<file path="src/rtl/core/hlfr_pkg.sv">
package hlfr_pkg;

   localparam int unsigned BYTE_W   = 8;
   localparam int unsigned LEN_W    = 16;
   localparam int unsigned FRAME_W  = 17;
   localparam int unsigned TICK_W   = 32;
   localparam int unsigned STATUS_W = 2;
   localparam int unsigned CSR_IDX_W  = 2;
   localparam int unsigned CSR_DATA_W = 32;
   localparam int unsigned REQ_DATA_W = 8;
   localparam int unsigned RSP_DATA_W = 32;

   localparam logic [FRAME_W-1:0] HEADER_BYTES = FRAME_W'(4);

   localparam logic [BYTE_W-1:0]  FIRST_HDR_RESET  = '0;
   localparam logic [BYTE_W-1:0]  SECOND_HDR_RESET = '0;
   localparam logic [TICK_W-1:0]  TIMEOUT_RESET    = TICK_W'(1000);
   localparam logic [FRAME_W-1:0] MAX_FRAME_RESET  = FRAME_W'(65539);

   typedef enum logic [0:0] {
      OP_BYTE = 1'b0,
      OP_TICK = 1'b1
   } op_type;

   typedef enum logic [STATUS_W-1:0] {
      ST_OK        = 2'd0,
      ST_NO_HEADER = 2'd1,
      ST_BROKEN    = 2'd2,
      ST_TOO_LONG  = 2'd3
   } status_type;

   typedef enum logic [CSR_IDX_W-1:0] {
      REG_FIRST_HDR  = 2'd0,
      REG_SECOND_HDR = 2'd1,
      REG_TIMEOUT    = 2'd2,
      REG_MAX_FRAME  = 2'd3
   } reg_index_type;

   typedef enum logic [2:0] {
      PH_HUNT    = 3'd0,
      PH_HDR1    = 3'd1,
      PH_LEN_HI  = 3'd2,
      PH_LEN_LO  = 3'd3,
      PH_PAYLOAD = 3'd4,
      PH_DRAIN   = 3'd5
   } phase_type;

endpackage

</file>
<file path="src/rtl/core/header_length_frame_receiver.sv">
// A beat accepted on req_ waits in the input register and is processed once the
// result register is free; its result, if any, is registered there for rsp_.
// Throughput: one beat per clock, set by the single input register and the
// single result register; a stalled rsp_ holds the input stage.
// Reset (synchronous, active high): hunt for the first header, tick count
// cleared, registers back to their defaults, both stages empty.
module header_length_frame_receiver (
   input  logic                               clock,
   input  logic                               reset,
   // req_tdata: [7:0] rx_byte
   input  logic                               req_tvalid,
   output logic                               req_tready,
   input  logic [hlfr_pkg::REQ_DATA_W-1:0]    req_tdata,
   // req_tuser: [0] operation
   input  logic                               req_tuser,
   // rsp_tdata: [7:0] payload_byte, [24:8] frame_bytes, [31:25] zero
   output logic                               rsp_tvalid,
   input  logic                               rsp_tready,
   output logic [hlfr_pkg::RSP_DATA_W-1:0]    rsp_tdata,
   output logic                               rsp_tlast,
   // rsp_tuser: [1:0] status
   output logic [hlfr_pkg::STATUS_W-1:0]      rsp_tuser,
   input  logic                               csr_valid,
   output logic                               csr_ready,
   input  logic [hlfr_pkg::CSR_IDX_W-1:0]     csr_index,
   input  logic [hlfr_pkg::CSR_DATA_W-1:0]    csr_data
);
   import hlfr_pkg::*;

   // configuration
   logic [BYTE_W-1:0]  first_hdr_ff;
   logic [BYTE_W-1:0]  second_hdr_ff;
   logic [TICK_W-1:0]  timeout_ff;
   logic [FRAME_W-1:0] max_frame_ff;

   // input stage
   logic               in_valid_ff, in_valid_in;
   op_type             in_op_ff;
   logic [BYTE_W-1:0]  in_byte_ff;

   // frame state
   phase_type          phase_ff, phase_in;
   logic [TICK_W-1:0]  elapsed_ff, elapsed_in;
   logic [BYTE_W-1:0]  len_hi_ff, len_hi_in;
   logic [LEN_W-1:0]   remain_ff, remain_in;
   logic [LEN_W-1:0]   total_ff, total_in;

   // result stage
   logic               out_valid_ff, out_valid_in;
   logic [BYTE_W-1:0]  out_byte_ff;
   logic               out_last_ff;
   status_type         out_status_ff;
   logic [FRAME_W-1:0] out_total_ff;

   logic               advance;
   logic [TICK_W-1:0]  tick_count;
   logic               timeout_hit;
   logic [LEN_W-1:0]   len_word;
   logic [FRAME_W-1:0] frame_len;
   logic               too_long;
   logic               len_zero;
   logic               last_byte;

   logic               res_valid;
   logic [BYTE_W-1:0]  res_byte;
   logic               res_last;
   status_type         res_status;
   logic [FRAME_W-1:0] res_total;

   assign csr_ready  = 1'b1;
   assign advance    = in_valid_ff && (!out_valid_ff || rsp_tready);
   assign req_tready = !in_valid_ff || advance;
   assign in_valid_in = req_tvalid ? 1'b1 : (in_valid_ff && !advance);

   assign tick_count  = (elapsed_ff == '1) ? elapsed_ff : elapsed_ff + TICK_W'(1);
   assign timeout_hit = tick_count >= timeout_ff;
   assign len_word    = {len_hi_ff, in_byte_ff};
   assign frame_len   = FRAME_W'(len_word) + HEADER_BYTES;
   assign too_long    = frame_len > max_frame_ff;
   assign len_zero    = (len_word == '0);
   assign last_byte   = (remain_ff == LEN_W'(1));

   // next frame state
   always_comb begin
      logic rearm;
      rearm      = 1'b0;
      phase_in   = phase_ff;
      elapsed_in = elapsed_ff;
      len_hi_in  = len_hi_ff;
      remain_in  = remain_ff;
      total_in   = total_ff;
      if (advance) begin
         if (in_op_ff == OP_TICK) begin
            elapsed_in = tick_count;
            rearm      = timeout_hit;
         end else begin
            case (phase_ff)
               PH_HUNT: begin
                  if (in_byte_ff == first_hdr_ff) phase_in = PH_HDR1;
               end
               PH_HDR1: begin
                  if (in_byte_ff != second_hdr_ff) rearm = 1'b1;
                  else phase_in = PH_LEN_HI;
               end
               PH_LEN_HI: begin
                  len_hi_in = in_byte_ff;
                  phase_in  = PH_LEN_LO;
               end
               PH_LEN_LO: begin
                  if (len_zero) begin
                     rearm = 1'b1;
                  end else if (too_long) begin
                     remain_in = len_word;
                     phase_in  = PH_DRAIN;
                  end else begin
                     remain_in = len_word;
                     total_in  = len_word;
                     phase_in  = PH_PAYLOAD;
                  end
               end
               PH_PAYLOAD, PH_DRAIN: begin
                  remain_in = remain_ff - LEN_W'(1);
                  rearm     = last_byte;
               end
               default: rearm = 1'b1;
            endcase
         end
      end
      if (rearm) begin
         phase_in   = PH_HUNT;
         elapsed_in = '0;
         len_hi_in  = '0;
         remain_in  = '0;
         total_in   = '0;
      end
   end

   // result for the beat in the input stage
   always_comb begin
      res_valid  = 1'b0;
      res_byte   = '0;
      res_last   = 1'b0;
      res_status = ST_OK;
      res_total  = '0;
      if (in_op_ff == OP_TICK) begin
         if (timeout_hit) begin
            res_valid = 1'b1;
            res_last  = 1'b1;
            case (phase_ff)
               PH_HUNT:  res_status = ST_NO_HEADER;
               PH_DRAIN: res_status = ST_TOO_LONG;
               default:  res_status = ST_BROKEN;
            endcase
         end
      end else begin
         case (phase_ff)
            PH_HDR1: begin
               if (in_byte_ff != second_hdr_ff) begin
                  res_valid  = 1'b1;
                  res_last   = 1'b1;
                  res_status = ST_BROKEN;
               end
            end
            PH_LEN_LO: begin
               if (len_zero) begin
                  res_valid = 1'b1;
                  res_last  = 1'b1;
                  if (too_long) res_status = ST_TOO_LONG;
                  else res_total = frame_len;
               end
            end
            PH_PAYLOAD: begin
               res_valid = 1'b1;
               res_byte  = in_byte_ff;
               if (last_byte) begin
                  res_last  = 1'b1;
                  res_total = FRAME_W'(total_ff) + HEADER_BYTES;
               end
            end
            PH_DRAIN: begin
               if (last_byte) begin
                  res_valid  = 1'b1;
                  res_last   = 1'b1;
                  res_status = ST_TOO_LONG;
               end
            end
            default: res_valid = 1'b0;
         endcase
      end
   end

   // a new result replaces one taken in the same cycle
   assign out_valid_in = advance ? res_valid : (out_valid_ff && !rsp_tready);

   always_ff @(posedge clock) begin
      if (reset) begin
         first_hdr_ff  <= FIRST_HDR_RESET;
         second_hdr_ff <= SECOND_HDR_RESET;
         timeout_ff    <= TIMEOUT_RESET;
         max_frame_ff  <= MAX_FRAME_RESET;
         in_valid_ff   <= 1'b0;
         out_valid_ff  <= 1'b0;
         phase_ff      <= PH_HUNT;
         elapsed_ff    <= '0;
         len_hi_ff     <= '0;
         remain_ff     <= '0;
         total_ff      <= '0;
      end else begin
         if (csr_valid && csr_ready) begin
            case (reg_index_type'(csr_index))
               REG_FIRST_HDR:  first_hdr_ff  <= csr_data[BYTE_W-1:0];
               REG_SECOND_HDR: second_hdr_ff <= csr_data[BYTE_W-1:0];
               REG_TIMEOUT:    timeout_ff    <= csr_data[TICK_W-1:0];
               REG_MAX_FRAME:  max_frame_ff  <= csr_data[FRAME_W-1:0];
               default:        max_frame_ff  <= max_frame_ff;
            endcase
         end
         in_valid_ff  <= in_valid_in;
         out_valid_ff <= out_valid_in;
         phase_ff     <= phase_in;
         elapsed_ff   <= elapsed_in;
         len_hi_ff    <= len_hi_in;
         remain_ff    <= remain_in;
         total_ff     <= total_in;
      end
   end

   // payload registers
   always_ff @(posedge clock) begin
      if (req_tvalid && req_tready) begin
         in_op_ff   <= op_type'(req_tuser);
         in_byte_ff <= req_tdata[BYTE_W-1:0];
      end
      if (advance && res_valid) begin
         out_byte_ff   <= res_byte;
         out_last_ff   <= res_last;
         out_status_ff <= res_status;
         out_total_ff  <= res_total;
      end
   end

   assign rsp_tvalid = out_valid_ff;
   assign rsp_tdata  = {(RSP_DATA_W - BYTE_W - FRAME_W)'(0), out_total_ff, out_byte_ff};
   assign rsp_tlast  = out_last_ff;
   assign rsp_tuser  = out_status_ff;

endmodule
</file>
<file path="config.mk">
export PLATFORM = sky130hd
export DESIGN_NAME = header_length_frame_receiver
export DESIGN_NICKNAME = d
export VERILOG_FILES = /design/src/rtl/core/hlfr_pkg.sv /design/src/rtl/core/header_length_frame_receiver.sv
export SDC_FILE = /design/constraint.sdc
export NUM_CORES = 1
export LEC_CHECK = 0
export ABC_AREA = 1
export BUFFER_PORTS_ARGS = -buffer_cell sky130_fd_sc_hd__clkbuf_2
export CORE_MARGIN = 8
export CORE_UTILIZATION = 47
export CTS_BUF_LIST = sky130_fd_sc_hd__clkbuf_16
export CTS_CLUSTER_DIAMETER = 200
export DETAILED_ROUTE_END_ITERATION = 16
export PLACE_DENSITY = 0.71
export SLEW_MARGIN = 20
export SYNTH_ARGS = -nofsm -noshare
export SYNTH_HDL_FRONTEND = slang
export SYNTH_SLANG_ARGS = --single-unit
</file>
<file path="constraint.sdc">
create_clock -name clock -period 8.55 [get_ports clock]
set_input_delay 1.71 -clock clock [delete_from_list [all_inputs] [get_ports clock]]
set_output_delay 1.71 -clock clock [all_outputs]
set_load 0.05 [all_outputs]
</file>
[Yosys cells after proc, flatten, opt, wreduce, memory -nomap -nowiden]
Cells that the tools add are included.
Word-level totals
  logic and storage cells: 104
  input port bits: 48
  register bits: 179
  output and inout port bits: 38
Cells by class
  $lt $le $gt $ge: 2
  bitwise gates (word level): 4
  muxes and demuxes: 33
  equality and inequality tests: 15
  reduce and logical (&&, ||, !) cells: 29
  add/sub/neg operators: 4
Operators with widths (number)
  17-bit two-way mux: 3
  16-bit by 3-bit adder with 17-bit output (second input constant): 2
  17-bit case mux with 2 select lines: 1
  32-bit by 1-bit adder with 32-bit output (second input constant): 1
  32-bit equality test (second input constant): 1
  32-bit greater-or-equal comparator: 1
  32-bit two-way mux: 1
  16-bit case mux with 2 select lines: 1
  17-bit greater-than comparator: 1
  16-bit by 1-bit equality test with 1-bit output (second input constant): 1
  16-bit zero test: 1
  16-bit two-way mux: 1
  16-bit by 1-bit subtractor with 16-bit output (second input constant): 1
  2-bit two-way mux: 6
  3-bit case mux with 4 select lines: 1
  1-bit two-way mux: 11
  2-bit AND reduction: 5
  3-bit two-way mux: 3
  8-bit equality test: 1
  8-bit != test: 1
  1-bit case mux with 4 select lines: 2
  2-bit OR reduction: 4
  3-bit by 2-bit equality test with 1-bit output (second input constant): 2
  3-bit equality test (second input constant): 2
  19 further kinds: 33

[Longest topological paths before layout]
Gate-level depths: netlist (run 1).
  depth after elaboration: 6
  mapped depth: 25
  gate-level depth less buffers: 23

[Worst setup path after synthesis (run 1)]
OpenSTA, ideal clock, no wires.
  path type: input to output
  start: input rsp_tready
  end: output req_tready
  cell stages on the path: 2
  setup slack: 4669 ps
  data required time: 6840 ps
  path buffers: 0
  data arrival time: 2171 ps
  path through: inv_1 nand3_1
On the way
  word-level cells in the longest chain between the ends: 3
RTL lines
  start, declared: line header_length_frame_receiver.sv:18  | input logic rsp_tready,
  1-bit logical OR: line header_length_frame_receiver.sv:71  | assign advance = in_valid_ff && (!out_valid_ff || rsp_tready);
  1-bit logical AND: line header_length_frame_receiver.sv:71
  1-bit logical OR: line header_length_frame_receiver.sv:72  | assign req_tready = !in_valid_ff || advance;
  end, declared: line header_length_frame_receiver.sv:12  | output logic req_tready,
No other way between the ends.

[Worst setup path after layout (run 1)]
  start: register elapsed_ff[0]
  end: register elapsed_ff[0]
On the way
  word-level cells in the longest chain between the ends: 6
  elaborated cells on any way between the ends: 7
  classes of those cells: 1 x add/sub; 1 x order compare; 1 x eq/ne; 3 x mux; 1 x reduce/logical
RTL lines
  start, declared: line header_length_frame_receiver.sv:43  | logic [TICK_W-1:0] elapsed_ff, elapsed_in;
  start signal, assigned: line header_length_frame_receiver.sv:221  | elapsed_ff <= elapsed_in;
  32-bit by 1-bit adder with 32-bit output or 32-bit equality test (tied branches): line header_length_frame_receiver.sv:75  | assign tick_count = (elapsed_ff == '1) ? elapsed_ff : elapsed_ff + TICK_W'(1);
  32-bit two-way mux *: line header_length_frame_receiver.sv:75
  via tick_count[6]: line header_length_frame_receiver.sv:56  | logic [TICK_W-1:0] tick_count;
  32-bit greater-or-equal comparator *: line header_length_frame_receiver.sv:76  | assign timeout_hit = tick_count >= timeout_ff;
  1-bit two-way mux *: line header_length_frame_receiver.sv:93  | if (in_op_ff == OP_TICK) begin
  1-bit two-way mux *: line header_length_frame_receiver.sv:92  | if (advance) begin
  2-bit OR reduction (no source line) *
The timed path passes the listed nets; every way through them passes the cells marked *.
A chain may end at the register's enable or synchronous reset.

==> results of run 1 <==
## worst register-to-register path, stage by stage (launching register included)
cell	delay (ps)
dfxtp_1	390
ha_1	220
nand2_1	110
nor2_4	150
nand2_2	110
nor2_4	140
nand3_2	640
o21ai_1	410
ha_1	170
nand2_1	60
nor2_1	140
nand2_1	100
nor2_1	90
nor2_1	50
nand2_1	70
nand2_1	50
nand2_1	230
nand2_1	220
nand3_4	330
buf_4	710
nor2_1	120
## metal layers
metal / wire length [um] / share of wire [%]
met3: 1529 / 5.6
met2: 12950 / 48
met4: 779 / 2.9
met1: 11830 / 44
met5: 0 / 0
## sequential cells by signal, indices dropped and copies added (netlist names)
signal / flops
in_op_ff: 1
first_hdr_ff: 8
len_hi_ff: 8
total_ff: 16
in_valid_ff: 1
in_byte_ff: 8
out_byte_ff: 8
elapsed_ff: 32
out_total_ff: 17
max_frame_ff: 17
rsp_tvalid: 1
phase_ff: 3
timeout_ff: 32
rsp_tlast: 1
second_hdr_ff: 8
rsp_tuser: 2
remain_ff: 16
## cell type report
class / count / area [sq um] / area share (%)
Clock buffer: 17 / 425.4 / 3.644
Clock inverter: 15 / 141.4 / 1.211
Inverter: 192 / 723.2 / 6.194
Multi-Input combinational cell: 1067 / 5652 / 48.41
Sequential cell: 179 / 3954 / 33.87
Tap cell: 285 / 356.6 / 3.054
Timing Repair Buffer: 82 / 422.9 / 3.622
## logic make-up (layout without fill, tap and decap cells)
logic type	Yosys count	in the layout
xor gates and xnor gates	51	51
buffers and inverters	254	306
DFF	179	179
and+or+nand+nor	724	724
muxes	11	11
other	2	8
AOI/OAI and AO/OA	218	218
adders and majority gates	55	55
## worst max-delay path by stage
stage	from	endpoint	slack, ps	cells after the start
2_1_floorplan	rsp_tready	req_tready	4670	2
3_3_place_gp	elapsed_ff[0]	elapsed_ff[21]	4050	20
3_5_place_dp	elapsed_ff[0]	remain_ff[8]	3920	20
4_1_cts	elapsed_ff[0]	elapsed_ff[0]	3900	20
5_1_grt	elapsed_ff[0]	elapsed_ff[21]	3430	20
6_report	elapsed_ff[0]	elapsed_ff[0]	3910	20
## power groups by stage
stage	sequential [uW]	combinational [uW]	clock (uW)
detailed placement	924	187	0
CTS	905	188	770
floorplan	923	139	0
global placement	924	183	0
global route	908	211	804
finish	905	188	754
## placed cells by master (no fill, tap or decap), types with 14 or more instances in the layout
cell type,synthesis,layout
xnor2_1,16,16
dfxtp_1,142,142
inv_1,176,176
edfxtp_1,37,37
nor2_1,200,200
a21oi_1,87,87
nor3_1,28,28
xor2_1,35,35
nand2_1,321,320
inv_2,14,14
ha_1,55,55
o21ai_0,95,95
nor2_2,55,55
clkbuf_2,0,77
nand3_1,75,75
clkbuf_16,0,17
## metrics by stage
| step | power, uW | hold WS, ps | utilization, % |
|---|---|---|---|
| 2_1_floorplan | 1062 | 435.3 | - |
| 3_3_place_gp | 1107 | 453.9 | 49.35 |
| 3_5_place_dp | 1111 | 455.3 | 49.35 |
| 4_1_cts | 1863 | 464.8 | 51.87 |
| 5_1_grt | 1922 | 487.3 | 51.88 |
| 6_report | 1847 | 462.0 | 51.88 |
==> results.py, run 1 <==
metrics = {
    "status": {
        "status": "completed",
    },
    "worst_setup_path": {
        "critPathTopFamily": "simple AND/OR/NAND/NOR gates",
        "crit_top_cell": "nand2_1",
        "worstPathRequired_ps": 8830,
        "critPathKind": "reg -> reg",
        "crit_slowest_cell": "buf_4",
        "r2r_cells": 20,
        "path_buf_inv": 1,
        "regToRegSetupSlack_ps": 3910,
        "path_cells": "ha_1 -> nand2_1 -> nor2_4 -> nand2_2 -> nor2_4 -> nand3_2 -> o21ai_1 -> ha_1 -> nand2_1 -> nor2_1 -> nand2_1 -> nor2_1 -> nor2_1 -> nand2_1 -> nand2_1 -> nand2_1 -> nand2_1 -> nand3_4 -> buf_4 -> nor2_1",
        "start_kind": "flip-flop",
        "rr_startpoint": "elapsed_ff[0]",
        "cp-end-kind": "flip-flop",
        "r2r_end": "elapsed_ff[0]",
        "max_stage_delay_ps": 700,
        "worstPathArrival_ps": 4920,
        "path_max_fanout": 49,
    },
    "floorplan": {
        "die_area_sq_um": 27870,
        "core_area_sq_um": 22500,
        "initial_core_util_pct": 47.60,
        "dieWidth_um": 167.0,
        "std_cell_rows": 55,
        "ios": 86,
        "die_h_um": 167.0,
    },
    "logic_synthesis": {
        "synthSimpleGateAreaFrac_pct": 29.65,
        "synth_warnings": 0,
        "ys_top_cells_by_count": "nand2_1, nor2_1, inv_1",
        "muxShareOfSynthArea_pct": 1.028,
        "synth_most_common_cell": "nand2_1",
        "yosysUniqueCellTypes": 49,
        "post_synth_inst_count": 1494,
        "synth_edf_count": 37,
        "ys_ff_latch": 179,
        "avgSynthCellArea_sq_um": 7.169,
        "synth_xor_area_share_pct": 4.171,
        "synth_top_family_by_area": "simple AND/OR/NAND/NOR gates",
        "synth_top_area_share_pct": 26.54,
        "syn_area_sq_um": 10710,
        "ys_seq_area_share_pct": 36.92,
        "synth_compound_area_share_pct": 11.12,
        "synthAdderAreaFrac_pct": 6.425,
        "synthFlopType": "dfxtp_1",
        "synth.area.top_cells": "dfxtp_1, nand2_1, edfxtp_1",
        "synth_top_area_cell": "dfxtp_1",
        "async_reset_ff_share_pct": 0,
    },
    "worst_hold_path": {
        "hold_depth": 2,
        "hold_end": "max_frame_ff[3]",
        "hp-class": "reg -> reg",
        "hold_start": "max_frame_ff[3]",
    },
    "routing": {
        "wirelength_um": 27090,
        "avgViaCountPerCell": 5.090,
        "dr_total_vias": 9351,
        "post_drt_wl_per_cell_um": 14.75,
        "dr.pass1.iters": 5,
        "drc": 0,
        "ant_nets": 0,
        "dr.first_iter.drc_count": 726,
    },
    "power": {
        "powerDensity_nw_per_um2": 158.2,
        "p_comb_share_pct": 10.2,
        "switching_share_pct": 27.87,
        "seqPwrFrac_pct": 49.0,
        "power.leakage_uw": 0.005097,
        "vdd_ir_drop_max_mv": 0.1274,
        "p_sw_uw": 514.7,
        "clkPwrFrac_pct": 40.8,
        "intPower_uw": 1332,
    },
    "global_routing": {
        "grt_pass1_vias": 8716,
        "grt-busiest-layer": "met2",
        "track_usage_pct": 19.36,
        "grt_start_max_net_pins": 66,
        "grt.met2_usage_pct": 33.33,
        "use_met1_pct": 23.44,
        "grt_pass1_wl_um": 44030,
        "overflow": 0,
        "groute.layer.met3.usage_pct": 4.279,
        "antenna_found_initial": 0,
    },
    "cells_and_area": {
        "n_antenna_cell": 0,
        "post-route-cell-area_sq_um": 11670,
        "area_growth_pct": 9.007,
        "fillerInstances": 2214,
        "finalNonFillerCells": 1837,
        "drive_above_1_share_pct": 14.18,
        "nets": 1642,
    },
    "clocking": {
        "cts_inserted_buffers": 17,
        "clock_latency_ps": 430,
        "path_clk_slew_ps": 70,
        "post_cts_buffers": 0,
        "ctsResizeCount": 0,
        "cts_tree": "yes",
        "clock-root-buffer": "clkbuf_16",
        "cts.sinks": 179,
        "clock_path_buffers": 2,
        "htreeDepth": 4,
        "cts.hold.buffers_added": 0,
    },
    "sta": {
        "period_minus_slack_ps": 4636,
        "hold_violations": 0,
        "post-route-period-util_pct": 54.22,
        "worst_slew_pin_slew_ps": 969.4,
        "setup_violations": 0,
        "rsz0062_at_grt": "false",
        "fin_setup_tns_ps": 0,
        "relSlewSlack_pct": 35.30,
        "worst_clock_skew_ps": 12.50,
        "fmax_mhz": 215.7,
        "fin_ws_ps": 3914,
        "slew_viol_final": 0,
    },
    "place": {
        "place_ws_ps": 3919,
        "dpl_cell_area_sq_um": 11110,
        "dp_cells": 1805,
        "hpwl_um": 20430,
        "port_buffers": 77,
        "gp_congestion": 0.9177,
    },
    "run": {
        "drv_cap": 0,
    },
}
No activity file was read; power rests on OpenSTA's default activity.
==> run 2, diff against run 1 <==
==> constraint.sdc (replaced) <==
create_clock -name clock -period 4.6 [get_ports clock]
set_input_delay 0.92 -clock clock [delete_from_list [all_inputs] [get_ports clock]]
set_output_delay 0.92 -clock clock [all_outputs]
set_load 0.05 [all_outputs]
==> run 2 against run 1 <==
  * Power increased by 93%
  * Non-clock buffer count increased by 6
  * Register-to-register slack got worse by 3200 ps
  * Hold slack about the same
  * Die area unchanged
  * Routed wire length increased by 1.1%
  * First-iteration DRC count decreased by 11%
  * Clock skew increased by 4.6 ps
  * Clock power increased by 100%
  * Cell count increased by 0.33%
  * Global-route usage increased by 0.38 points
  * Utilization increased by 0.47 points
==> results.py, run 2 (synthesized netlist as in run 1, its figures left out) <==
metrics = {
    "clocking": {
        "htreeDepth": 4,
        "cts_inserted_buffers": 17,
        "ctsResizeCount": 0,
        "cts.sinks": 179,
        "clock-root-buffer": "clkbuf_16",
        "clock_latency_ps": 440,
        "cts_tree": "yes",
        "clock_path_buffers": 2,
        "post_cts_buffers": 0,
        "cts.hold.buffers_added": 0,
        "path_clk_slew_ps": 80,
    },
    "global_routing": {
        "track_usage_pct": 19.74,
        "grt_pass1_vias": 8859,
        "grt_pass1_wl_um": 44930,
        "antenna_found_initial": 0,
        "grt_start_max_net_pins": 76,
        "overflow": 0,
    },
    "worst_setup_path": {
        "crit_top_cell": "nand2_1",
        "r2r_end": "elapsed_ff[0]",
        "start_kind": "flip-flop",
        "crit_slowest_cell": "nand3_2",
        "rr_startpoint": "elapsed_ff[0]",
        "path_buf_inv": 2,
        "path_max_fanout": 75,
        "r2r_cells": 19,
        "cp-end-kind": "flip-flop",
        "worstPathRequired_ps": 4910,
        "max_stage_delay_ps": 440,
        "critPathKind": "reg -> reg",
        "regToRegSetupSlack_ps": 740,
        "path_cells": "ha_1 -> nand2_1 -> nor2_4 -> nand2_2 -> nor2_4 -> nand3_2 -> buf_4 -> nand2_1 -> ha_1 -> nand2_1 -> nor2_1 -> nand2_1 -> a21oi_1 -> nor2_1 -> nand2_1 -> nand2_1 -> nand3_4 -> buf_12 -> nor2_1",
        "critPathTopFamily": "simple AND/OR/NAND/NOR gates",
        "worstPathArrival_ps": 4170,
    },
    "sta": {
        "slew_viol_final": 0,
        "worst_clock_skew_ps": 17.08,
        "post-route-period-util_pct": 83.90,
        "setup_violations": 0,
        "worst_slew_pin_slew_ps": 997.9,
        "fmax_mhz": 259.1,
        "rsz0062_at_grt": "false",
        "fin_setup_tns_ps": 0,
        "whs_ps": 462.2,
        "hold_violations": 0,
        "period_minus_slack_ps": 3859,
        "relSlewSlack_pct": 32.96,
    },
    "routing": {
        "ant_nets": 0,
        "dr.pass1.iters": 5,
        "avgViaCountPerCell": 5.090,
        "dr_total_vias": 9380,
        "wirelength_um": 27400,
        "post_drt_wl_per_cell_um": 14.87,
        "dr.first_iter.drc_count": 647,
        "drc": 0,
    },
    "floorplan": {
        "std_cell_rows": 55,
        "die_h_um": 167.0,
        "core_area_sq_um": 22500,
        "dieWidth_um": 167.0,
        "ios": 86,
        "die_area_sq_um": 27870,
        "initial_core_util_pct": 47.60,
    },
    "cells_and_area": {
        "n_antenna_cell": 0,
        "area_growth_pct": 9.988,
        "post-route-cell-area_sq_um": 11780,
        "final_cell_mix": "nand2_1, nor2_1, inv_1",
        "nets": 1648,
        "reg_top3": "elapsed_ff: 32 flops, timeout_ff: 32 flops",
        "drive_above_1_share_pct": 14.44,
        "fillerInstances": 2218,
        "final_common_cell": "nand2_1",
    },
    "place": {
        "dpl_cell_area_sq_um": 11160,
        "port_buffers": 77,
        "hpwl_um": 20580,
        "gp_congestion": 0.9657,
    },
    "power": {
        "powerDensity_nw_per_um2": 301.8,
        "power.leakage_uw": 0.005175,
        "vdd_ir_drop_max_mv": 0.2143,
    },
    "run": {
        "drv_cap": 0,
    },
    "worst_hold_path": {
        "hp-class": "reg -> reg",
        "hold_start": "timeout_ff[21]",
        "hold_depth": 2,
        "hold_end": "timeout_ff[21]",
    },
    "status": {
        "status": "completed",
    },
}
[run 2: worst max path at each step]
stage	start	depth (start not counted)	endpoint
detailed placement	elapsed_ff[0]	18	out_total_ff[16]
global placement	elapsed_ff[0]	19	out_total_ff[12]
global route	elapsed_ff[0]	18	out_byte_ff[7]
finish	elapsed_ff[0]	19	elapsed_ff[0]
CTS	elapsed_ff[0]	18	out_total_ff[2]
floorplan	elapsed_ff[0]	20	out_byte_ff[0]
[run 2: through the flow]
step / setup slack (ps) / std cells / utilization [%] / power [uW]
after global routing: 399.5 / 1843 / 52.35 / 3700
after floorplan: 1264 / 1500 / - / 1970
after CTS: 726.9 / 1843 / 52.35 / 3580
after detailed placement: 746.1 / 1811 / 49.61 / 2065
after global placement: 835.2 / 1811 / 49.61 / 2058
final: 740.5 / 1843 / 52.35 / 3556
[run 2: cell type report]
type	count	area (sq um)	area share [%]
Sequential cell	179	3954	33.56
Clock buffer	17	425.4	3.611
Tap cell	285	356.6	3.027
Multi-Input combinational cell	1067	5649	47.96
Timing Repair Buffer	88	480.5	4.079
Inverter	192	723.2	6.139
Clock inverter	15	191.4	1.625
[run 2: power breakdown]
part	internal, uW	total (uW)	switching [uW]	leakage (uW)
logic	116	354	238	0.00336
registers	1650	1680	31.6	0.00152
clock network	829	1520	696	0.000300
[run 2: layer usage]
| layer | share of wire (%) | GRT usage [%] |
|---|---|---|
| met2 | 47 | 33.43 |
| met5 | 0 | 0 |
| met4 | 2.6 | 7.638 |
| met3 | 5.2 | 3.735 |
| met1 | 45 | 24.45 |
[run 2: worst reg2reg max path: cells and delay by family, from the launching register on]
family / cells / cell delay, ps
buffers and inverters: 2 / 760
flip-flops: 1 / 400
adder cells (fa/ha/maj): 2 / 350
AND/OR/NAND/NOR: 14 / 2090
AO/OA/AOI/OAI: 1 / 140
